<file path="src/rtl/hrfpl_pkg.sv">
// Shared types, constants and helpers of the hex record flash page loader.
`default_nettype none

package hrfpl_pkg;

  localparam int unsigned PAGE_BYTES_DEF     = 512;
  localparam int unsigned MAX_DATA_BYTES_DEF = 16;
  localparam int unsigned QUEUE_DEPTH        = 2;
  localparam int unsigned RESULT_CAP         = 16;

  localparam logic [15:0] LOWER_RESET = 16'h4000;
  localparam logic [15:0] UPPER_RESET = 16'h7FFF;
  localparam logic [15:0] NO_ADDRESS  = 16'hFFFF;
  localparam logic [7:0]  CHAR_COLON  = 8'h3A;
  localparam logic [7:0]  BYTE_PAD    = 8'hFF;
  localparam logic [7:0]  KIND_DATA   = 8'h00;
  localparam logic [7:0]  KIND_EOF    = 8'h01;

  localparam int unsigned CFG_IDX_W = 1;
  localparam logic [CFG_IDX_W-1:0] REG_LOWER = 1'b0;
  localparam logic [CFG_IDX_W-1:0] REG_UPPER = 1'b1;

  localparam int unsigned OUT_DATA_W = 48;

  typedef enum logic [2:0] {
    CMD_LOAD     = 3'd0,
    CMD_COMMIT   = 3'd1,
    CMD_FINISHED = 3'd2,
    CMD_ERROR    = 3'd3,
    CMD_IGNORED  = 3'd4
  } cmd_e;

  typedef enum logic [2:0] {
    ERR_NONE     = 3'd0,
    ERR_CHECKSUM = 3'd1,
    ERR_RANGE    = 3'd2,
    ERR_NONHEX   = 3'd3,
    ERR_TOO_LONG = 3'd4
  } err_e;

  typedef enum logic [2:0] {
    PH_IDLE,
    PH_COUNT,
    PH_ADDR_HI,
    PH_ADDR_LO,
    PH_KIND,
    PH_DATA,
    PH_SUM
  } phase_e;

  typedef enum logic [2:0] {
    BK_IDLE,
    BK_PAIR,
    BK_LOAD,
    BK_EOF,
    BK_FINISH,
    BK_SINGLE
  } back_state_e;

  typedef enum logic [1:0] {
    JOB_DATA,
    JOB_EOF,
    JOB_IGNORE,
    JOB_ERROR
  } job_kind_e;

  // One finished record, or one parse error, handed to the back end.
  typedef struct packed {
    job_kind_e   kind;
    err_e        err;
    logic [7:0]  count;
    logic [15:0] address;
  } job_t;

  // Byte write into the record data buffer.
  typedef struct packed {
    logic       en;
    logic       hi_lane;
    logic [7:0] data;
  } buf_wr_t;

  // Returns {invalid, nibble} for one character.
  function automatic logic [4:0] hex_decode(logic [7:0] c);
    logic [4:0] r;
    if (c inside {[8'h30:8'h39]}) begin
      r = {1'b0, c[3:0]};
    end else if (c inside {[8'h41:8'h46], [8'h61:8'h66]}) begin
      r = {1'b0, 4'(c[3:0] + 4'd9)};
    end else begin
      r = 5'h10;
    end
    return r;
  endfunction

endpackage

`default_nettype wire

</file>
<file path="src/rtl/hex_record_flash_page_loader.sv">
// Top level: Intel HEX text in, flash page load and commit commands out.
//
// The input stream carries one character per transfer in s_axis_tdata. The
// output stream carries one command per transfer: m_axis_tuser is the command
// and m_axis_tlast marks the final result caused by one character.
// Limits for the page range check are written through the cfg port, by the
// user only while the block is idle; the block itself does not enforce this.
// Index 0 is the lower limit, index 1 the upper limit. The parser queues a
// job per finished record other than an empty data record, and one per parse
// error; the executor takes a job, then handles each byte pair as a buffer
// read, with any page commit or range error in the same state, then the load.
// An end-of-file job yields a commit when a page is open and then finished,
// or a range error; any other job yields a single result. While the executor
// is busy or a job waits in the queue, data digits of the next record wait;
// other characters flow at one per cycle until the two-entry job queue is
// full. When the receiver stalls, the output register holds its transfer,
// the executor waits and the queue fills before input stalls. Reset restores
// the limits to 0x4000 and 0x7FFF, empties queue and output and puts the
// parser back to waiting for a colon. After an error the block drops all
// input until the next reset.
`default_nettype none

module hex_record_flash_page_loader #(
  parameter int unsigned PAGE_BYTES     = hrfpl_pkg::PAGE_BYTES_DEF,
  parameter int unsigned MAX_DATA_BYTES = hrfpl_pkg::MAX_DATA_BYTES_DEF
) (
  input  wire                              clk_i,
  input  wire                              rst_ni,
  input  wire                              s_axis_tvalid,
  output logic                             s_axis_tready,
  input  wire  [7:0]                       s_axis_tdata,  // [7:0] text_char
  output logic                             m_axis_tvalid,
  input  wire                              m_axis_tready,
  // [8:0] page_offset, [24:9] flash_word, [40:25] page_address,
  // [43:41] error_code, [47:44] zero
  output logic [hrfpl_pkg::OUT_DATA_W-1:0] m_axis_tdata,
  output logic [2:0]                       m_axis_tuser,  // [2:0] command
  output logic                             m_axis_tlast,  // last_of_run
  input  wire                              cfg_we_i,
  input  wire  [hrfpl_pkg::CFG_IDX_W-1:0]  cfg_idx_i,
  input  wire  [15:0]                      cfg_data_i
);
  import hrfpl_pkg::*;

  localparam int unsigned WORDS  = (MAX_DATA_BYTES + 1) / 2;
  localparam int unsigned WIDX_W = (WORDS > 1) ? $clog2(WORDS) : 1;

  logic [15:0]       lower_q, upper_q;
  logic              push;
  job_t              push_job;
  job_t              head;
  logic              q_empty, q_full, q_pop;
  logic              back_busy;
  buf_wr_t           buf_wr;
  logic [WIDX_W-1:0] buf_widx;

  always_ff @(posedge clk_i or negedge rst_ni) begin
    if (!rst_ni) begin
      lower_q <= LOWER_RESET;
      upper_q <= UPPER_RESET;
    end else if (cfg_we_i) begin
      case (cfg_idx_i)
        REG_LOWER: lower_q <= cfg_data_i;
        REG_UPPER: upper_q <= cfg_data_i;
        default: ;
      endcase
    end
  end

  hrfpl_front #(
    .MAX_DATA_BYTES(MAX_DATA_BYTES),
    .WIDX_W        (WIDX_W)
  ) u_front (
    .clk_i      (clk_i),
    .rst_ni     (rst_ni),
    .s_tvalid_i (s_axis_tvalid),
    .s_tdata_i  (s_axis_tdata),
    .s_tready_o (s_axis_tready),
    .lock_i     (back_busy || !q_empty),
    .q_full_i   (q_full),
    .push_o     (push),
    .push_job_o (push_job),
    .buf_wr_o   (buf_wr),
    .buf_widx_o (buf_widx)
  );

  hrfpl_queue u_queue (
    .clk_i      (clk_i),
    .rst_ni     (rst_ni),
    .push_i     (push),
    .push_job_i (push_job),
    .pop_i      (q_pop),
    .head_o     (head),
    .empty_o    (q_empty),
    .full_o     (q_full)
  );

  hrfpl_back #(
    .PAGE_BYTES    (PAGE_BYTES),
    .MAX_DATA_BYTES(MAX_DATA_BYTES),
    .WIDX_W        (WIDX_W)
  ) u_back (
    .clk_i      (clk_i),
    .rst_ni     (rst_ni),
    .q_empty_i  (q_empty),
    .q_head_i   (head),
    .q_pop_o    (q_pop),
    .busy_o     (back_busy),
    .buf_wr_i   (buf_wr),
    .buf_widx_i (buf_widx),
    .lower_i    (lower_q),
    .upper_i    (upper_q),
    .m_tvalid_o (m_axis_tvalid),
    .m_tready_i (m_axis_tready),
    .m_tuser_o  (m_axis_tuser),
    .m_tdata_o  (m_axis_tdata),
    .m_tlast_o  (m_axis_tlast)
  );

endmodule

`default_nettype wire

</file>
<file path="src/rtl/hrfpl_front.sv">
// Character parser: decodes records, fills the data buffer and queues record jobs.
`default_nettype none

module hrfpl_front #(
  parameter int unsigned MAX_DATA_BYTES = hrfpl_pkg::MAX_DATA_BYTES_DEF,
  parameter int unsigned WIDX_W         = 3
) (
  input  wire                  clk_i,
  input  wire                  rst_ni,
  input  wire                  s_tvalid_i,
  input  wire  [7:0]           s_tdata_i,
  output logic                 s_tready_o,
  input  wire                  lock_i,
  input  wire                  q_full_i,
  output logic                 push_o,
  output hrfpl_pkg::job_t      push_job_o,
  output hrfpl_pkg::buf_wr_t   buf_wr_o,
  output logic [WIDX_W-1:0]    buf_widx_o
);
  import hrfpl_pkg::*;

  localparam int unsigned BIDX_W = $clog2(MAX_DATA_BYTES + 1);

  phase_e              phase_q, phase_d;
  logic [4:0]          nib_q, nib_d;
  logic [BIDX_W-1:0]   idx_q, idx_d;
  logic [7:0]          sum_q, sum_d;
  logic [7:0]          count_q, count_d;
  logic [15:0]         addr_q, addr_d;
  logic [7:0]          kind_q, kind_d;
  logic                halted_q, halted_d;

  logic                accept;
  logic [4:0]          hexd;
  logic [7:0]          byte_val;
  logic [7:0]          sum_next;
  logic                too_long;
  logic                data_last;

  assign s_tready_o = halted_q || (!q_full_i && !((phase_q == PH_DATA) && lock_i));
  assign accept     = s_tvalid_i && s_tready_o;
  assign hexd       = hex_decode(s_tdata_i);
  assign byte_val   = {nib_q[3:0], hexd[3:0]};
  assign sum_next   = sum_q + byte_val;
  assign too_long   = byte_val > 8'(MAX_DATA_BYTES);
  assign data_last  = (8'(idx_q) + 8'd1) >= count_q;
  assign buf_widx_o = idx_q[WIDX_W:1];

  // Next phase of the record parser.
  always_comb begin
    phase_d = phase_q;
    if (accept && !halted_q) begin
      if (phase_q == PH_IDLE) begin
        if (s_tdata_i == CHAR_COLON) begin
          phase_d = PH_COUNT;
        end
      end else if (hexd[4]) begin
        phase_d = PH_IDLE;
      end else if (nib_q[4]) begin
        case (phase_q)
          PH_COUNT:   phase_d = too_long ? PH_IDLE : PH_ADDR_HI;
          PH_ADDR_HI: phase_d = PH_ADDR_LO;
          PH_ADDR_LO: phase_d = PH_KIND;
          PH_KIND:    phase_d = (count_q != 8'd0) ? PH_DATA : PH_SUM;
          PH_DATA:    phase_d = data_last ? PH_SUM : PH_DATA;
          default:    phase_d = PH_IDLE;
        endcase
      end
    end
  end

  // Datapath registers, buffer writes and job pushes.
  always_comb begin
    nib_d      = nib_q;
    idx_d      = idx_q;
    sum_d      = sum_q;
    count_d    = count_q;
    addr_d     = addr_q;
    kind_d     = kind_q;
    halted_d   = halted_q;
    push_o     = 1'b0;
    push_job_o = '0;
    buf_wr_o   = '0;
    push_job_o.count   = count_q;
    push_job_o.address = addr_q;
    if (accept && !halted_q) begin
      if (phase_q == PH_IDLE) begin
        if (s_tdata_i == CHAR_COLON) begin
          sum_d = 8'd0;
          nib_d = 5'd0;
          idx_d = '0;
        end
      end else if (hexd[4]) begin
        push_o         = 1'b1;
        push_job_o.kind = JOB_ERROR;
        push_job_o.err  = ERR_NONHEX;
        halted_d       = 1'b1;
      end else if (!nib_q[4]) begin
        nib_d = {1'b1, hexd[3:0]};
      end else begin
        nib_d = 5'd0;
        sum_d = sum_next;
        case (phase_q)
          PH_COUNT: begin
            count_d = byte_val;
            if (too_long) begin
              push_o          = 1'b1;
              push_job_o.kind = JOB_ERROR;
              push_job_o.err  = ERR_TOO_LONG;
              halted_d        = 1'b1;
            end
          end
          PH_ADDR_HI: addr_d[15:8] = byte_val;
          PH_ADDR_LO: addr_d[7:0]  = byte_val;
          PH_KIND: begin
            kind_d = byte_val;
            idx_d  = '0;
          end
          PH_DATA: begin
            buf_wr_o.en      = 1'b1;
            buf_wr_o.hi_lane = idx_q[0];
            buf_wr_o.data    = byte_val;
            idx_d            = idx_q + 1'b1;
          end
          PH_SUM: begin
            if (sum_next != 8'd0) begin
              push_o          = 1'b1;
              push_job_o.kind = JOB_ERROR;
              push_job_o.err  = ERR_CHECKSUM;
              halted_d        = 1'b1;
            end else if (kind_q == KIND_DATA) begin
              // An empty data record yields nothing.
              push_o          = count_q != 8'd0;
              push_job_o.kind = JOB_DATA;
            end else if (kind_q == KIND_EOF) begin
              push_o          = 1'b1;
              push_job_o.kind = JOB_EOF;
            end else begin
              push_o          = 1'b1;
              push_job_o.kind = JOB_IGNORE;
            end
          end
          default: ;
        endcase
      end
    end
  end

  always_ff @(posedge clk_i or negedge rst_ni) begin
    if (!rst_ni) begin
      phase_q  <= PH_IDLE;
      nib_q    <= 5'd0;
      idx_q    <= '0;
      sum_q    <= 8'd0;
      count_q  <= 8'd0;
      addr_q   <= 16'd0;
      kind_q   <= 8'd0;
      halted_q <= 1'b0;
    end else begin
      phase_q  <= phase_d;
      nib_q    <= nib_d;
      idx_q    <= idx_d;
      sum_q    <= sum_d;
      count_q  <= count_d;
      addr_q   <= addr_d;
      kind_q   <= kind_d;
      halted_q <= halted_d;
    end
  end

endmodule

`default_nettype wire

</file>
<file path="src/rtl/hrfpl_queue.sv">
// Short job queue between the parser and the page executor.
`default_nettype none

module hrfpl_queue (
  input  wire              clk_i,
  input  wire              rst_ni,
  input  wire              push_i,
  input  hrfpl_pkg::job_t  push_job_i,
  input  wire              pop_i,
  output hrfpl_pkg::job_t  head_o,
  output logic             empty_o,
  output logic             full_o
);
  import hrfpl_pkg::*;

  localparam int unsigned PTR_W = $clog2(QUEUE_DEPTH);

  job_t              entries_q [QUEUE_DEPTH];
  logic [PTR_W-1:0]  wr_ptr_q, wr_ptr_d;
  logic [PTR_W-1:0]  rd_ptr_q, rd_ptr_d;
  logic [PTR_W:0]    cnt_q, cnt_d;

  assign head_o  = entries_q[rd_ptr_q];
  assign empty_o = cnt_q == '0;
  assign full_o  = cnt_q == (PTR_W + 1)'(QUEUE_DEPTH);

  always_comb begin
    wr_ptr_d = wr_ptr_q;
    rd_ptr_d = rd_ptr_q;
    cnt_d    = cnt_q;
    if (push_i) begin
      wr_ptr_d = wr_ptr_q + 1'b1;
    end
    if (pop_i) begin
      rd_ptr_d = rd_ptr_q + 1'b1;
    end
    if (push_i && !pop_i) begin
      cnt_d = cnt_q + 1'b1;
    end else if (pop_i && !push_i) begin
      cnt_d = cnt_q - 1'b1;
    end
  end

  always_ff @(posedge clk_i) begin
    if (push_i) begin
      entries_q[wr_ptr_q] <= push_job_i;
    end
  end

  always_ff @(posedge clk_i or negedge rst_ni) begin
    if (!rst_ni) begin
      wr_ptr_q <= '0;
      rd_ptr_q <= '0;
      cnt_q    <= '0;
    end else begin
      wr_ptr_q <= wr_ptr_d;
      rd_ptr_q <= rd_ptr_d;
      cnt_q    <= cnt_d;
    end
  end

endmodule

`default_nettype wire

</file>
<file path="src/rtl/hrfpl_back.sv">
// Page executor: turns record jobs into load, commit, finished and error results.
`default_nettype none

module hrfpl_back #(
  parameter int unsigned PAGE_BYTES     = hrfpl_pkg::PAGE_BYTES_DEF,
  parameter int unsigned MAX_DATA_BYTES = hrfpl_pkg::MAX_DATA_BYTES_DEF,
  parameter int unsigned WIDX_W         = 3
) (
  input  wire                              clk_i,
  input  wire                              rst_ni,
  input  wire                              q_empty_i,
  input  hrfpl_pkg::job_t                  q_head_i,
  output logic                             q_pop_o,
  output logic                             busy_o,
  input  hrfpl_pkg::buf_wr_t               buf_wr_i,
  input  wire  [WIDX_W-1:0]                buf_widx_i,
  input  wire  [15:0]                      lower_i,
  input  wire  [15:0]                      upper_i,
  output logic                             m_tvalid_o,
  input  wire                              m_tready_i,
  output logic [2:0]                       m_tuser_o,
  output logic [hrfpl_pkg::OUT_DATA_W-1:0] m_tdata_o,
  output logic                             m_tlast_o
);
  import hrfpl_pkg::*;

  // Pages are a power of two bytes long.
  localparam int unsigned PAGE_SHIFT = $clog2(PAGE_BYTES);
  localparam logic [15:0] PAGE_MASK  = 16'(PAGE_BYTES - 1);
  localparam int unsigned WORDS      = (MAX_DATA_BYTES + 1) / 2;
  localparam int unsigned BIDX_W     = $clog2(MAX_DATA_BYTES + 1);
  localparam int unsigned RC_W       = $clog2(RESULT_CAP + 1);

  // Record data, one entry per byte pair.
  logic [7:0] lo_mem [WORDS];
  logic [7:0] hi_mem [WORDS];
  logic [7:0] lo_rd_q, hi_rd_q;

  back_state_e         state_q, state_d;
  job_t                job_q, job_d;
  logic [15:0]         addr_q, addr_d;
  logic [BIDX_W-1:0]   pos_q, pos_d;
  logic [15:0]         prior_q, prior_d;
  logic                empty_q, empty_d;
  logic                halted_q, halted_d;
  logic [RC_W-1:0]     rc_q, rc_d;
  logic                out_valid_q, out_valid_d;
  cmd_e                out_cmd_q;
  logic [8:0]          out_off_q;
  logic [15:0]         out_word_q;
  logic [15:0]         out_page_q;
  err_e                out_err_q;
  logic                out_last_q;

  logic                can_emit;
  logic                page_change;
  logic                out_of_range;
  logic                last_pair;
  logic [15:0]         page_base;
  logic                e_req, e_load;
  cmd_e                e_cmd;
  logic [8:0]          e_off;
  logic [15:0]         e_word;
  logic [15:0]         e_page;
  err_e                e_err;
  logic                e_last;

  assign can_emit     = !out_valid_q || m_tready_i;
  assign page_change  = (prior_q >> PAGE_SHIFT) != (addr_q >> PAGE_SHIFT);
  assign out_of_range = (prior_q < lower_i) || (prior_q > upper_i);
  assign last_pair    = (8'(pos_q) + 8'd2) >= job_q.count;
  assign page_base    = prior_q & ~PAGE_MASK;
  assign busy_o       = state_q != BK_IDLE;

  always_ff @(posedge clk_i) begin
    if (buf_wr_i.en) begin
      if (buf_wr_i.hi_lane) begin
        hi_mem[buf_widx_i] <= buf_wr_i.data;
      end else begin
        // The pad byte stands until an odd byte replaces it.
        lo_mem[buf_widx_i] <= buf_wr_i.data;
        hi_mem[buf_widx_i] <= BYTE_PAD;
      end
    end
    lo_rd_q <= lo_mem[pos_q[WIDX_W:1]];
    hi_rd_q <= hi_mem[pos_q[WIDX_W:1]];
  end

  // Next state.
  always_comb begin
    state_d = state_q;
    case (state_q)
      BK_IDLE: begin
        if (!q_empty_i && !halted_q) begin
          case (q_head_i.kind)
            JOB_DATA: state_d = BK_PAIR;
            JOB_EOF:  state_d = BK_EOF;
            default:  state_d = BK_SINGLE;
          endcase
        end
      end
      BK_PAIR: begin
        if (!empty_q && page_change) begin
          if (can_emit) begin
            state_d = out_of_range ? BK_IDLE : BK_LOAD;
          end
        end else begin
          state_d = BK_LOAD;
        end
      end
      BK_LOAD: begin
        if (can_emit) begin
          state_d = last_pair ? BK_IDLE : BK_PAIR;
        end
      end
      BK_EOF: begin
        if (empty_q) begin
          state_d = BK_FINISH;
        end else if (can_emit) begin
          state_d = out_of_range ? BK_IDLE : BK_FINISH;
        end
      end
      BK_FINISH, BK_SINGLE: begin
        if (can_emit) begin
          state_d = BK_IDLE;
        end
      end
      default: state_d = BK_IDLE;
    endcase
  end

  // Results and page tracking.
  always_comb begin
    q_pop_o  = 1'b0;
    e_req    = 1'b0;
    e_cmd    = CMD_LOAD;
    e_off    = 9'd0;
    e_word   = 16'd0;
    e_page   = 16'd0;
    e_err    = ERR_NONE;
    e_last   = 1'b0;
    job_d    = job_q;
    addr_d   = addr_q;
    pos_d    = pos_q;
    prior_d  = prior_q;
    empty_d  = empty_q;
    halted_d = halted_q;
    rc_d     = rc_q;
    case (state_q)
      BK_IDLE: begin
        // After an error every queued job is dropped.
        if (!q_empty_i) begin
          q_pop_o = 1'b1;
          job_d   = q_head_i;
          addr_d  = q_head_i.address;
          pos_d   = '0;
          rc_d    = '0;
        end
      end
      BK_PAIR, BK_EOF: begin
        if (!empty_q && (page_change || (state_q == BK_EOF)) && can_emit) begin
          e_req = 1'b1;
          if (out_of_range) begin
            e_cmd    = CMD_ERROR;
            e_err    = ERR_RANGE;
            e_last   = 1'b1;
            halted_d = 1'b1;
          end else begin
            e_cmd  = CMD_COMMIT;
            e_page = page_base;
          end
        end
      end
      BK_LOAD: begin
        if (can_emit) begin
          e_req   = 1'b1;
          e_cmd   = CMD_LOAD;
          e_off   = 9'(addr_q & PAGE_MASK);
          e_word  = {hi_rd_q, lo_rd_q};
          e_last  = last_pair;
          empty_d = 1'b0;
          prior_d = addr_q;
          addr_d  = addr_q + 16'd2;
          if (!last_pair) begin
            pos_d = pos_q + BIDX_W'(2);
          end
        end
      end
      BK_FINISH: begin
        if (can_emit) begin
          e_req   = 1'b1;
          e_cmd   = CMD_FINISHED;
          e_last  = 1'b1;
          empty_d = 1'b1;
          prior_d = NO_ADDRESS;
        end
      end
      BK_SINGLE: begin
        if (can_emit) begin
          e_req  = 1'b1;
          e_last = 1'b1;
          if (job_q.kind == JOB_ERROR) begin
            e_cmd    = CMD_ERROR;
            e_err    = job_q.err;
            halted_d = 1'b1;
          end else begin
            e_cmd = CMD_IGNORED;
          end
        end
      end
      default: ;
    endcase

    // Results past the per-character cap are dropped, but their effects stay.
    e_load      = e_req && (rc_q < RC_W'(RESULT_CAP));
    out_valid_d = out_valid_q && !m_tready_i;
    if (e_load) begin
      out_valid_d = 1'b1;
      rc_d        = rc_q + 1'b1;
    end
  end

  always_ff @(posedge clk_i) begin
    if (e_load) begin
      out_cmd_q  <= e_cmd;
      out_off_q  <= e_off;
      out_word_q <= e_word;
      out_page_q <= e_page;
      out_err_q  <= e_err;
      out_last_q <= e_last || (rc_q == RC_W'(RESULT_CAP - 1));
    end
  end

  always_ff @(posedge clk_i or negedge rst_ni) begin
    if (!rst_ni) begin
      state_q     <= BK_IDLE;
      job_q       <= '0;
      addr_q      <= 16'd0;
      pos_q       <= '0;
      prior_q     <= NO_ADDRESS;
      empty_q     <= 1'b1;
      halted_q    <= 1'b0;
      rc_q        <= '0;
      out_valid_q <= 1'b0;
    end else begin
      state_q     <= state_d;
      job_q       <= job_d;
      addr_q      <= addr_d;
      pos_q       <= pos_d;
      prior_q     <= prior_d;
      empty_q     <= empty_d;
      halted_q    <= halted_d;
      rc_q        <= rc_d;
      out_valid_q <= out_valid_d;
    end
  end

  assign m_tvalid_o = out_valid_q;
  assign m_tuser_o  = out_cmd_q;
  assign m_tdata_o  = {4'b0000, out_err_q, out_page_q, out_word_q, out_off_q};
  assign m_tlast_o  = out_last_q;

endmodule

`default_nettype wire

</file>
<file path="config.mk">
export PLATFORM = sky130hd
export DESIGN_NAME = hex_record_flash_page_loader
export DESIGN_NICKNAME = d
export VERILOG_FILES = /design/src/rtl/hrfpl_pkg.sv /design/src/rtl/hex_record_flash_page_loader.sv /design/src/rtl/hrfpl_front.sv /design/src/rtl/hrfpl_queue.sv /design/src/rtl/hrfpl_back.sv
export SDC_FILE = /design/constraint.sdc
export NUM_CORES = 1
export LEC_CHECK = 0
export BUFFER_PORTS_ARGS = -buffer_cell sky130_fd_sc_hd__buf_2
export CAP_MARGIN = 20
export CORE_UTILIZATION = 66
export DETAILED_ROUTE_END_ITERATION = 8
export GPL_TIMING_DRIVEN = 0
export PLACE_DENSITY = 0.9
export RECOVER_POWER = 25
export SYNTH_ARGS = -nofsm -noshare
export SYNTH_HDL_FRONTEND = slang
export SYNTH_SLANG_ARGS = --single-unit
</file>
<file path="constraint.sdc">
create_clock -name clk_i -period 6.58 [get_ports clk_i]
set_input_delay 0.329 -clock clk_i [delete_from_list [all_inputs] [get_ports clk_i]]
set_output_delay 0.329 -clock clk_i [all_outputs]
set_load 0.02 [all_outputs]
</file>
==> out/summary.md, run 1 <==
In the finished design, the share of the clock period the worst path needs comes to 76.73%. Synthesis instantiated 73 different standard cells from the library. For the worst setup path, the data arrival time is 5.27 ns. For the via count of the first global-routing pass, the log shows 12730. The stage delay of the slowest cell on the critical path works out to 0.87 ns.

The setup path with the least slack is of type in -> reg. In this run the clock root is driven by a sky130_fd_sc_hd__clkbuf_16. The logs give 0.9108 for the last weighted congestion value of the routability-driven placer and 68 for the final number of max-transition violations. After technology mapping, the gate count stands at 1386.

In this run, synthesis produced a sequential element count of 391. In this run the core area contains 58 standard-cell rows. The logs give 6.80 ns for the required time of the critical path and 1 for the number of buffers inserted by hold repair at cts. For the number of remaining DRC errors, the log shows 1. In the synthesized netlist the dominant register cell turns out to be sky130_fd_sc_hd__edfxtp_1. The first global-routing pass estimated 70210 µm of wire. The analysis attributes to cell leakage a power of 8.425 nW.

The die is 164.1 µm tall. Fill cells in the final layout number 1299. In the final routed layout, each cell accounts on average for 24.06 µm. Summing all placed instances gives a cell area of 18330 µm².

Once the floorplan was initialized, standard cells occupied 68.05% of the core. The remaining global-route overflow is 0, and the worst clock skew on the final layout is 0.02588 ns. Path depth of the worst reg2reg path: 11. TritonCTS built the clock tree.

The mean area per synthesized cell was 12.51 µm²; the number of CTS-inserted buffers was 40. Entering global routing, the biggest net connects 84 pins. The finished layout holds 1887 standard cells, fillers aside.

The logs give 198.1 MHz for the maximum operating frequency and 0 ns for the aggregate negative setup slack. STA classifies the critical path startpoint as an input pin. The die extent in x was 164.1 µm. The run gives 435.1 µV as the maximum VDD drop.

For the deepest clock path buffer count, the log shows 3. Counting I/O delays and the setup requirement, the final critical path takes 5.049 ns. The sink count of the clock tree was 391. The signal on the critical path passes through buf_2, inv_1, ha_1, o21bai_1, a21oi_1, a31oi_1, and2_1, clkbuf_1, nor2_1, inv_1, fa_1, nand2b_1, a21oi_1, xor2_1, nor4_1, a41o_1, o21ai_0, nor2b_2, buf_16. The final reports fail on DRC, capacitance limit, slew limit. Cells fill 77.26% of the core in the end. For the deepest level of the CTS H-tree, the log shows 2.

Type of the tightest min-delay check: in -> reg. The fraction of synthesis flops using an asynchronous set or reset pin is 38.36%, and the worst relative slew slack is -159.0%. The synthesized design contains 225 enable-type register cells. The flow ran to the end, but the final reports show violations.

Number of optimization iterations in the first detailed-route pass: 9. Overall via count from detail_route: 12520. Counting instances in the post-synthesis netlist gives the leading cell types as 225 x sky130_fd_sc_hd__edfxtp_1, 197 x sky130_fd_sc_hd__nand2_1, 117 x sky130_fd_sc_hd__dfrtp_1. Post-cts resize count: 0. The largest total area in the synthesized netlist belongs to sky130_fd_sc_hd__edfxtp_1.

The slew at the pin closest to its max-slew limit was 3.885 ns; the number of antenna-violating nets in the routed design was 0. The number of placed instances with taps included is 1808. The slowest library cell on the worst path was sky130_fd_sc_hd__nor2b_2. Setup violations remaining at the end of the flow were counted as 0.

Cells with a size suffix above 1 make up 18.14% of the layout. For this run, the register share of the synthesized area comes to 62.72%. The area added between synthesis and finish works out to 13.54%. The cell area after synthesis came out at 17330 µm². The count of max-cap constraint violations was 1; the count of warnings emitted by yosys was 0. With fillers left out, the area of the finished cells amounts to 19680 µm². The power density relative to cell area works out to 404.1 nW/µm². The tools report the placed wire-length estimate after detailed placement as 27990 µm. The count of buffers added on input and output ports is 68. Most common cell in the netlist: sky130_fd_sc_hd__edfxtp_1.

The detailed router finished its first iteration with 1871 violations. The final hold violation count was 0; the number of setup buffers added after CTS was 0. Clock-pin slew was measured on the worst setup and hold paths at 0.06 ns. The net count of the finished layout is 1613.

STA classifies the critical path endpoint as a flip-flop. Of the post-synthesis cell area, the dominant cell type holds 38.98%. Setup repair after global routing left no endpoint under its margin. 84 I/O pins were placed. The post-detailed-routing wire length is 45400 µm. Largest fanout on the critical path: 16.

The floorplan step defined a die boundary enclosing 26910 µm². Total track usage: 35.09%. The per-cell via count in the routed design was 6.636; the cell count of the worst hold path was 3.

The clock latency on the worst-skew pair was 0.53 ns. In the post-synthesis netlist, the biggest area contributors are sky130_fd_sc_hd__edfxtp_1 39%, sky130_fd_sc_hd__dfrtp_1 17%, sky130_fd_sc_hd__dfstp_2 5.0%. In this run the standard cell core region covers 25470 µm². For the initial antenna violation count, the log shows 2.
[kinds of logic after synthesis]
kind of cell    share of synthesized area (%)
simple gates                            11.77
flops                                   62.72
compound gates                          7.703
buf+inv                                 3.761
mux                                     8.381
fa+ha+maj                               4.375
xor+xnor                                1.263
other cells                           0.02164
[placed cells by master (no fill, tap or decap), types with 7 or more instances in the layout]
cell / instances
sky130_fd_sc_hd__a21o_1: 8
sky130_fd_sc_hd__a31oi_1: 8
sky130_fd_sc_hd__nor2b_1: 7
sky130_fd_sc_hd__a21oi_1: 56
sky130_fd_sc_hd__xnor2_1: 12
sky130_fd_sc_hd__mux2i_1: 27
sky130_fd_sc_hd__and2_1: 12
sky130_fd_sc_hd__nor4_1: 8
sky130_fd_sc_hd__clkinv_2: 7
sky130_fd_sc_hd__edfxtp_1: 225
sky130_fd_sc_hd__o21ai_0: 89
sky130_fd_sc_hd__xor2_1: 13
sky130_fd_sc_hd__buf_4: 22
sky130_fd_sc_hd__dfstp_2: 30
sky130_fd_sc_hd__nand4_1: 12
sky130_fd_sc_hd__conb_1: 13
sky130_fd_sc_hd__dfxtp_1: 16
sky130_fd_sc_hd__buf_2: 72
sky130_fd_sc_hd__and3_1: 25
sky130_fd_sc_hd__inv_1: 79
sky130_fd_sc_hd__dfrtp_1: 117
sky130_fd_sc_hd__ha_1: 59
sky130_fd_sc_hd__nand2_1: 197
sky130_fd_sc_hd__clkbuf_1: 59
sky130_fd_sc_hd__nor2_1: 71
sky130_fd_sc_hd__o22ai_1: 11
sky130_fd_sc_hd__mux2_2: 41
sky130_fd_sc_hd__nor3_1: 19
sky130_fd_sc_hd__mux4_2: 32
sky130_fd_sc_hd__nand2b_1: 17
sky130_fd_sc_hd__clkbuf_16: 41
sky130_fd_sc_hd__nand3_1: 38
[path summary, 6_finish.rpt]
check | to | start | slack (ns)
setup / recovery | u_queue.entries_q[0][10] | s_axis_tdata[0] | 1.53
hold / removal | lower_q[3] | cfg_data_i[3] | 0.03
setup reg to reg | u_back.pos_q[1] | u_back.pos_q[1] | 2.23
hold reg to reg | u_queue.entries_q[1][1] | u_front.addr_q[1] | 0.48
max in group asynchronous | u_back.m_tvalid_o | rst_ni | 2.70
min in group asynchronous | lower_q[3] | rst_ni | 1.69
[metal layers]
layer  wire [µm]  global-route usage, %  up-vias
met3        5151                  9.141      256
li1            -                      -     5259
met1       15980                  43.27     5994
met5          17                      0        -
met2       21600                  57.40     1012
met4        2659                  18.06        2
[through the flow]
| step | hold WS [ns] | total power, mW | setup slack [ns] |
|---|---|---|---|
| 2_1_floorplan | 0.03341 | 4.799 | 1.584 |
| 3_3_place_gp | 0.4526 | 5.320 | 0.2328 |
| 3_5_place_dp | 0.3674 | 5.495 | 1.113 |
| 4_1_cts | 0.02745 | 7.854 | 1.600 |
| 5_1_grt | 0.04147 | 8.240 | 1.176 |
| 6_report | 0.02523 | 7.953 | 1.531 |
[where the power goes]
part	internal (mW)	switching [mW]
registers	3.08	0.311
logic	0.784	1.48
clock network	1.34	0.959
total	5.20	2.75
[sequential cells by signal, indices dropped and copies added, names as in the netlist, 4 cells and up]
register / cells
u_back.out_page_q: 7
u_front.addr_q: 16
u_back.job_q: 13
u_front.kind_q: 8
u_back.lo_rd_q: 8
u_front.count_q: 8
u_back.hi_mem: 64
u_back.hi_rd_q: 8
u_queue.entries_q: 58
u_back.out_off_q: 9
u_front.nib_q: 5
u_back.lo_mem: 64
lower_q: 16
u_back.out_word_q: 16
u_front.idx_q: 5
upper_q: 16
u_front.sum_q: 8
u_back.addr_q: 16
u_back.prior_q: 16
u_back.pos_q: 4
u_back.rc_q: 5
[critical path, delay by kind of cell]
kind / cells / cell delay [ns]
XOR/XNOR: 1 / 0.23
AND/OR/NAND/NOR: 5 / 1.64
AO/OA/AOI/OAI: 6 / 1.47
adder cells (fa/ha/maj): 2 / 0.70
buffers and inverters: 5 / 0.90
[final cells by class]
type / count / area, µm² / area share (%)
inverters: 80 / 300.3 / 1.526
clock inverters: 19 / 190.2 / 0.9664
well taps: 330 / 412.9 / 2.098
diodes: 2 / 5.005 / 0.02543
repair buffers: 83 / 528.0 / 2.683
multi-input cells: 853 / 5881 / 29.88
flip-flops and latches: 391 / 10870 / 55.25
plain buffers: 74 / 351.6 / 1.787
clock buffers: 55 / 1139 / 5.786
(Power assumes the default switching activity.)
==> run 2: changes to the inputs <==
CORE_UTILIZATION = 61   (was 66)
PLACE_DENSITY = 0.84   (was 0.9)
clock period = 5.2 ns   (was 6.58 ns; I/O delays follow)
==> run 2 against run 1 <==
Effect of this change: the flow finishes with violations (capacitance limit, slew limit); sequential cell count unchanged; sequential power rose by 25%; global-route usage down 7.5 points; wire length down 14%; core utilization is 6.4 points lower; power increased by 22%; critical path depth did not move; worst setup slack worse by 1.2 ns; non-clock buffer count is 14 higher; critical endpoint is now u_queue.entries_q[0][15].
==> out/summary.md, run 2 (synthesis gave the netlist of run 1 again) <==
The area of all placed cells without fillers is 19750 µm² (+0.38%), and the total internal power is 6.437 mW (+24%). Maximum VDD drop: 266.7 µV (-39%). The largest registers in the layout are u_back.hi_mem: 64 flops, u_back.lo_mem: 64 flops, u_queue.entries_q: 58 flops.

The per-cell via count in the routed design works out to 6.028 (-9.2%). The worst path needs 4.831 ns of the cycle, external delays included. The arrival time at the worst endpoint is 5.06 ns (-0.21 ns), and the first-iteration detailed-routing DRC count is 1042 (-44%). The worst setup path is launched from an input pin.

The library cell used most frequently in the layout, excluding fill and tap cells, is sky130_fd_sc_hd__edfxtp_1. The deepest clock path buffer count is 3 (unchanged). The clock-pin slew on the worst setup and hold paths was 0.06 ns (about the same); the number of I/O port buffers was 68 (unchanged).

The flow ran to the end, but the final reports show violations. The tools report the number of setup violations in the final report as 0 (unchanged). The cell count of the worst hold path is 3 (unchanged).

Share of power burned in the clock network: 28.0% (-0.9 points). The switching share of power is 33.58% (-1.0 points), and the final hold violation count is 0 (unchanged). For the post-cts resize count, the log shows 0 (unchanged). The count of max-cap constraint violations is 1 (unchanged), and the vertical extent of the die is 170.6 µm (+4.0%).

The run gives 6 (-3) as the number of optimization iterations in the first detailed-route pass. The final reports fail on capacitance limit, slew limit. The run gives 0 (-2) as the initial antenna violation count. The average routed wire per standard cell was 20.04 µm (-17%); the path depth of the worst reg2reg path was 11 (unchanged).

The die extent in x came out at 170.6 µm (+4.0%). The tree is rooted in a sky130_fd_sc_hd__clkbuf_16. The final total power is 9.692 mW (+22%). Filler cell count in the final layout: 1729 (+33%). Final number of max-transition violations: 68 (unchanged). The logs give 84 (unchanged) for the total I/O pin count and 62.22% (-5.8 points) for the starting utilization of the core area.

The overall via count from detail_route is 11710 (-6.5%), and the total track usage is 27.57% (-7.5 points). The last weighted congestion value of the routability-driven placer came out at 0.9544 (+4.8%). Setup repair after global routing left no endpoint under its margin. The run gives 61090 µm (-13%) as the global-route wire length before repair. TritonCTS built the clock tree. The logs give 1856 (+2.7%) for the number of placed instances with taps included and 1625 (+0.74%) for the number of nets at the end of the flow.

The tools report the count of standard-cell rows as 61 (+5.2%). The core footprint is 27860 µm² (+9.4%). The post-route fraction of the period consumed by the critical path is 92.91%. The number of CTS-inserted buffers came out at 38 (-5.0%). The logs give 391 (unchanged) for the sink count of the clock tree and 2 (unchanged) for the deepest level of the CTS H-tree. The power dissipated by switching net loads is 3.255 mW (+18%), and the power density relative to cell area is 490.7 nW/µm² (+21%).

The run gives 28.2% (-0.3 points) as the fraction of power consumed by combinational cells. In the layout the commonest cells are 225 x sky130_fd_sc_hd__edfxtp_1, 197 x sky130_fd_sc_hd__nand2_1, 117 x sky130_fd_sc_hd__dfrtp_1, 89 x sky130_fd_sc_hd__o21ai_0, 79 x sky130_fd_sc_hd__inv_1. Sequential group share of total power: 43.8% (+1.2 points). The type of the tightest min-delay check was in -> reg. The run gives 8.425 nW (about the same) as the static leakage.

Number of diodes added for antenna fixing: 0 (-2). Relative to the synthesized area, the layout overhead comes to 13.96%. The run gives 1943 (+3.0%) as the post-route non-filler standard cell count.

The worst relative slew slack is -160.2% (-1.2 points), and the post-detailed-routing wire length is 38950 µm (-14%). The number of remaining DRC errors was 0 (-1); the maximum operating frequency was 207.0 MHz. The required time of the critical path was 5.42 ns (-1.38 ns).

The worst setup path is of the in -> reg kind. The placed wire-length estimate after detailed placement came out at 25880 µm (-7.5%). The clock latency on the worst-skew pair was 0.54 ns (about the same); the worst clock skew on the final layout was 0.02506 ns (-0.0008179 ns). The ratio of cells with drive above 1 in the final layout is 17.44% (-0.69 points), and the overall die area is 29090 µm² (+8.1%). For the maximum number of pins on one net before global-route repair, the log shows 84 (unchanged).

The number of antenna-violating nets in the routed design is 0 (unchanged). The placed standard-cell area was 18360 µm² (+0.16%). The slew at the pin closest to its max-slew limit was 3.902 ns (+0.01778 ns). STA classifies the critical path endpoint as a flip-flop. The largest fanout on the critical path was 15 (-1); the remaining global-route overflow was 0 (unchanged). The via count of the first global-routing pass came out at 11520 (-9.5%).
[run 2: metal layers]
metal / global-route usage (%) / share of wire [%]
met2: 45.71 / 48
met3: 5.020 / 7.4
met4: 13.20 / 4.0
met1: 35.29 / 40
met5: 0 / 0
[run 2: area by class of cell]
class | count | area (µm²) | share of cell area (%)
clock buffer | 52 | 1044 | 5.283
inverter | 80 | 300.3 | 1.520
timing repair buffer | 97 | 649.4 | 3.288
multi-input combinational | 853 | 5881 | 29.77
clock inverter | 18 | 182.7 | 0.9248
sequential | 391 | 10870 | 55.04
tap | 378 | 473.0 | 2.394
buffer | 74 | 351.6 | 1.780
[run 2: worst paths after layout]
check | slack, ns | startpoint | endpoint
min in group asynchronous | 1.62 | rst_ni | lower_q[8]
max in group asynchronous | 1.36 | rst_ni | u_front.nib_q[1]
worst min register to register | 0.48 | u_front.addr_q[13] | u_queue.entries_q[1][13]
worst max register to register | 1.22 | u_back.pos_q[1] | u_back.pos_q[1]
worst min-delay path | 0.17 | cfg_idx_i | lower_q[0]
worst max-delay path | 0.37 | s_axis_tdata[0] | u_queue.entries_q[0][15]
[run 2: power by group through the flow]
stage               Sequential, mW  Clock [mW]  Combinational [mW]
floorplan                     4.40           0                1.67
global placement              4.28           0                2.49
detailed placement            4.28           0                2.64
CTS                           4.24        2.73                2.71
global route                  4.30        2.85                3.00
finish                        4.25        2.71                2.73
[run 2: metrics by stage]
stage | TNS, ns | setup slack (ns) | hold slack, ns | utilization [%]
2_1_floorplan | 0 | 0.2729 | -0.03559 | -
3_3_place_gp | -41.40 | -1.108 | 0.4507 | 65.30
4_1_cts | 0 | 0.3867 | 0.1637 | 70.93
3_5_place_dp | -2.488 | -0.1361 | 0.2956 | 65.92
6_report | 0 | 0.3686 | 0.1709 | 70.91
5_1_grt | 0 | 0.006232 | 0.1853 | 70.91
[run 2: worst max-delay path, stage by stage]
cell,delay (ns)
sky130_fd_sc_hd__buf_2,0.13
sky130_fd_sc_hd__inv_1,0.13
sky130_fd_sc_hd__ha_1,0.23
sky130_fd_sc_hd__o21bai_1,0.09
sky130_fd_sc_hd__a21oi_1,0.40
sky130_fd_sc_hd__a31oi_1,0.14
sky130_fd_sc_hd__and2_1,0.19
sky130_fd_sc_hd__clkbuf_1,0.21
sky130_fd_sc_hd__nor2_1,0.28
sky130_fd_sc_hd__inv_1,0.19
sky130_fd_sc_hd__fa_1,0.44
sky130_fd_sc_hd__nand2b_1,0.16
sky130_fd_sc_hd__a21oi_1,0.27
sky130_fd_sc_hd__xor2_1,0.23
sky130_fd_sc_hd__nor4_1,0.11
sky130_fd_sc_hd__a41o_1,0.25
sky130_fd_sc_hd__o21ai_0,0.27
sky130_fd_sc_hd__nor2b_2,0.79
sky130_fd_sc_hd__buf_8,0.25
[run 2: repair_timing]
| item | 4_1_cts | 5_1_grt |
|---|---|---|
| hold buffers | 17 | 0 |
| endpoints found under the hold margin | 91 | 0 |
| setup buffers | 0 | 0 |
==> run 3: changes to the inputs <==
ABC_CLOCK_PERIOD_IN_PS = 4800   (was unset)
clock period = 4.8 ns   (was 5.2 ns; I/O delays follow)
==> run 3 against run 2 <==
Effect of this change: the flow still finishes with violations (capacitance limit, slew limit); critical path depth is the same; sequential share of layout area down 0.11 points; worst setup slack lost 0.014 ns; power is 9.3% higher.
==> out/summary.md, run 3 (synthesis gave the netlist of run 1 again) <==
The run finished, with violations left. The final reports fail on capacitance limit, slew limit. The number of antenna-violating nets in the routed design is 0 (unchanged), and the setup slack after placement is -0.4821 ns (-0.3461 ns). The tools report the clock latency on the worst-skew pair as 0.53 ns (about the same). The via count of the first global-routing pass was 11720 (+1.7%). Maximum number of pins on one net before global-route repair: 89 (+6.0%). Worst setup path startpoint: s_axis_tdata[0]. The tools report the starting utilization of the core area as 62.22% (unchanged). The area growth from synthesis to layout is 14.20%. The ratio of cells with drive above 1 in the final layout is 16.45% (-0.99 points). The required time of the critical path was 5.07 ns (-0.35 ns); the post-detailed-routing wire length was 39650 µm (+1.8%). The number of nets at the end of the flow was 1627 (+0.12%). The run gives 39 (+2.6%) as the number of CTS-inserted buffers. The remaining global-route overflow is 0 (unchanged).

The tools report the sink count of the clock tree as 391 (unchanged). The area occupied by multi-input gates is 5903 µm² (+0.38%), and the post-route fraction of the period consumed by the critical path is 92.61%. Total internal power: 7.030 mW (+9.2%). The run gives 153 (+130%) as the final number of max-transition violations. The clock-pin slew on the worst setup and hold paths is 0.06 ns (about the same), and the overall via count from detail_route is 11850 (+1.2%).

The number of remaining DRC errors is 0 (unchanged), and the first-iteration detailed-routing DRC count is 1261 (+21%). The number of I/O port buffers is 68 (unchanged), and the sequential group share of total power is 43.4% (-0.4 points). The run gives 3.566 mW (+9.6%) as the power dissipated by switching net loads. The tools report the number of setup violations in the final report as 0 (unchanged).

The last weighted congestion value of the routability-driven placer is 0.9477 (-0.70%), and the average routed wire per standard cell is 20.37 µm (+1.6%). For the arrival time at the worst endpoint, the log shows 4.72 ns (-0.34 ns). The power density relative to cell area is 535.3 nW/µm² (+9.1%). Leaving out fill and tap cells, the most frequent cells in the layout are 225 x sky130_fd_sc_hd__edfxtp_1, 197 x sky130_fd_sc_hd__nand2_1, 117 x sky130_fd_sc_hd__dfrtp_1, 89 x sky130_fd_sc_hd__o21ai_0, 79 x sky130_fd_sc_hd__inv_1. Nature of the critical path endpoint: a flip-flop. The core footprint was 27860 µm² (unchanged).

The area of all placed cells without fillers is 19790 µm² (+0.21%). The final hold violation count was 0 (unchanged). Vertical extent of the die: 170.6 µm (unchanged). The overall die area is 29090 µm² (unchanged). The largest registers in the layout are u_back.hi_mem: 64 flops, u_back.lo_mem: 64 flops, u_queue.entries_q: 58 flops. The run gives 8.383 nW (-0.50%) as the static leakage. Startpoint of the worst hold path: cfg_idx_i. The placed standard-cell area is 18380 µm² (about the same).

The run gives 0 (unchanged) as the number of diodes added for antenna fixing. The deepest level of the CTS H-tree was 2 (unchanged). Clock root buffer master: sky130_fd_sc_hd__clkbuf_16. The tools report the deepest clock path buffer count as 3 (unchanged).

The per-cell via count in the routed design is 6.090 (+1.0%). The number of optimization iterations in the first detailed-route pass is 5 (-1). The commonest non-fill, non-tap cell in the layout is sky130_fd_sc_hd__edfxtp_1.

The critical setup path kind was in -> reg. The initial antenna violation count was 0 (unchanged). The run gives -42.46% (+120 points) as the worst relative slew slack.

The placed wire-length estimate after detailed placement was 26600 µm (+2.8%). The share of power burned in the clock network is 28.7% (+0.7 points), and the filler cell count in the final layout is 1759 (+1.7%). The final critical path time including I/O delays and setup was 4.445 ns.

The count of standard-cell rows is 61 (unchanged), and the maximum VDD drop is 265.3 µV (-0.54%). TritonCTS built the clock tree. The tools report the startpoint of the worst register-to-register path as u_back.pos_q[1].

The global-route wire length before repair was 61810 µm (+1.2%); the number of placed instances with taps included was 1856 (unchanged). The slew at the pin closest to its max-slew limit is 2.137 ns (-1.765 ns). The count of max-cap constraint violations came out at 2 (+1). The total track usage is 27.95% (+0.38 points), and the flip-flop and latch area is 10870 µm² (unchanged).

The switching share of power is 33.65% (+0.070 points), and the worst-case setup margin in the final layout is 0.3547 ns (-0.01388 ns). The tools report the fraction of power consumed by combinational cells as 27.9% (-0.3 points). The die extent in x was 170.6 µm (unchanged); the largest fanout on the critical path was 18 (+3).

The total I/O pin count is 84 (unchanged), and the post-route non-filler standard cell count is 1946 (+0.15%). The tools report the worst clock skew on the final layout as 0.02333 ns (-0.001735 ns). The tools report the maximum operating frequency as 225.0 MHz.

STA classifies the critical path startpoint as an input pin. The type of the tightest min-delay check was in -> reg.
run 3: cell types whose count changed in the layout (fill, tap and decap cells not counted), sizes merged:
cell | before | now
buf | 104 | 86
bufinv | 3 | 4
clkinvlp | 1 | 3
clkinv | 13 | 14
clkbuf | 102 | 119
run 3: worst paths after layout:
check,end,slack (ns),depth (start not counted)
min,lower_q[0],0.19,3
max in group asynchronous,u_front.phase_q[0],1.38,3
min reg2reg,u_queue.entries_q[1][0],0.47,0
max,u_queue.entries_q[1][7],0.35,19
min in group asynchronous,lower_q[12],0.90,2
max reg2reg,u_back.pos_q[1],0.68,11
run 3: layout make-up:
cell class | count | share of cell area (%)
tap | 378 | 2.389
clock inverter | 22 | 1.163
buffer | 74 | 1.776
inverter | 80 | 1.517
sequential | 391 | 54.92
clock buffer | 50 | 5.247
multi-input combinational | 853 | 29.82
timing repair buffer | 98 | 3.161
run 3: timing repair:
item / CTS / global route
setup buffers: 0 / 0
setup endpoints to repair: 0 / 60
hold buffers: 17 / 0
hold endpoints to repair: 88 / 0
resized for setup: 0 / 5
run 3: critical path, cell delays in order:
cell and delay [ns]:
sky130_fd_sc_hd__buf_2 0.13, sky130_fd_sc_hd__inv_1 0.14, sky130_fd_sc_hd__ha_1 0.24, sky130_fd_sc_hd__o21bai_1 0.11
sky130_fd_sc_hd__a21oi_2 0.28, sky130_fd_sc_hd__a31oi_1 0.13, sky130_fd_sc_hd__and2_1 0.20, sky130_fd_sc_hd__clkbuf_1 0.22
sky130_fd_sc_hd__nor2_1 0.31, sky130_fd_sc_hd__inv_1 0.19, sky130_fd_sc_hd__fa_1 0.45, sky130_fd_sc_hd__nand2b_1 0.16
sky130_fd_sc_hd__a21oi_1 0.26, sky130_fd_sc_hd__a21oi_1 0.14, sky130_fd_sc_hd__nor4_2 0.38, sky130_fd_sc_hd__a41o_1 0.22
sky130_fd_sc_hd__o21ai_0 0.26, sky130_fd_sc_hd__and2_2 0.43, sky130_fd_sc_hd__buf_16 0.21
run 3: through the flow:
stage / hold WS (ns) / utilization, % / total power [mW] / setup TNS, ns
final: 0.1887 / 71.05 / 10.60 / 0
after global routing: 0.2085 / 71.05 / 11.07 / -0.1896
after CTS: 0.1425 / 71.14 / 10.56 / 0
after detailed placement: 0.3577 / 65.97 / 7.509 / -23.38
after global placement: 0.4527 / 65.31 / 7.339 / -62.36
after floorplan: -0.05559 / - / 6.579 / 0
run 3: power by group through the flow:
stage	Clock (mW)	Combinational, mW	Sequential, mW
after floorplan	0	1.81	4.77
after global placement	0	2.70	4.64
after detailed placement	0	2.87	4.64
after CTS	3.05	2.93	4.58
after global routing	3.19	3.23	4.65
final	3.04	2.96	4.60
run 3: layer usage:
metal  vias up  track usage, %  part of all wire [%]
li1       5284               -                     -
met1      5794           36.45                    40
met2       636           47.06                    49
met3       138           4.488                   7.3
met4         0           11.24                   3.7
met5         -               0                     0
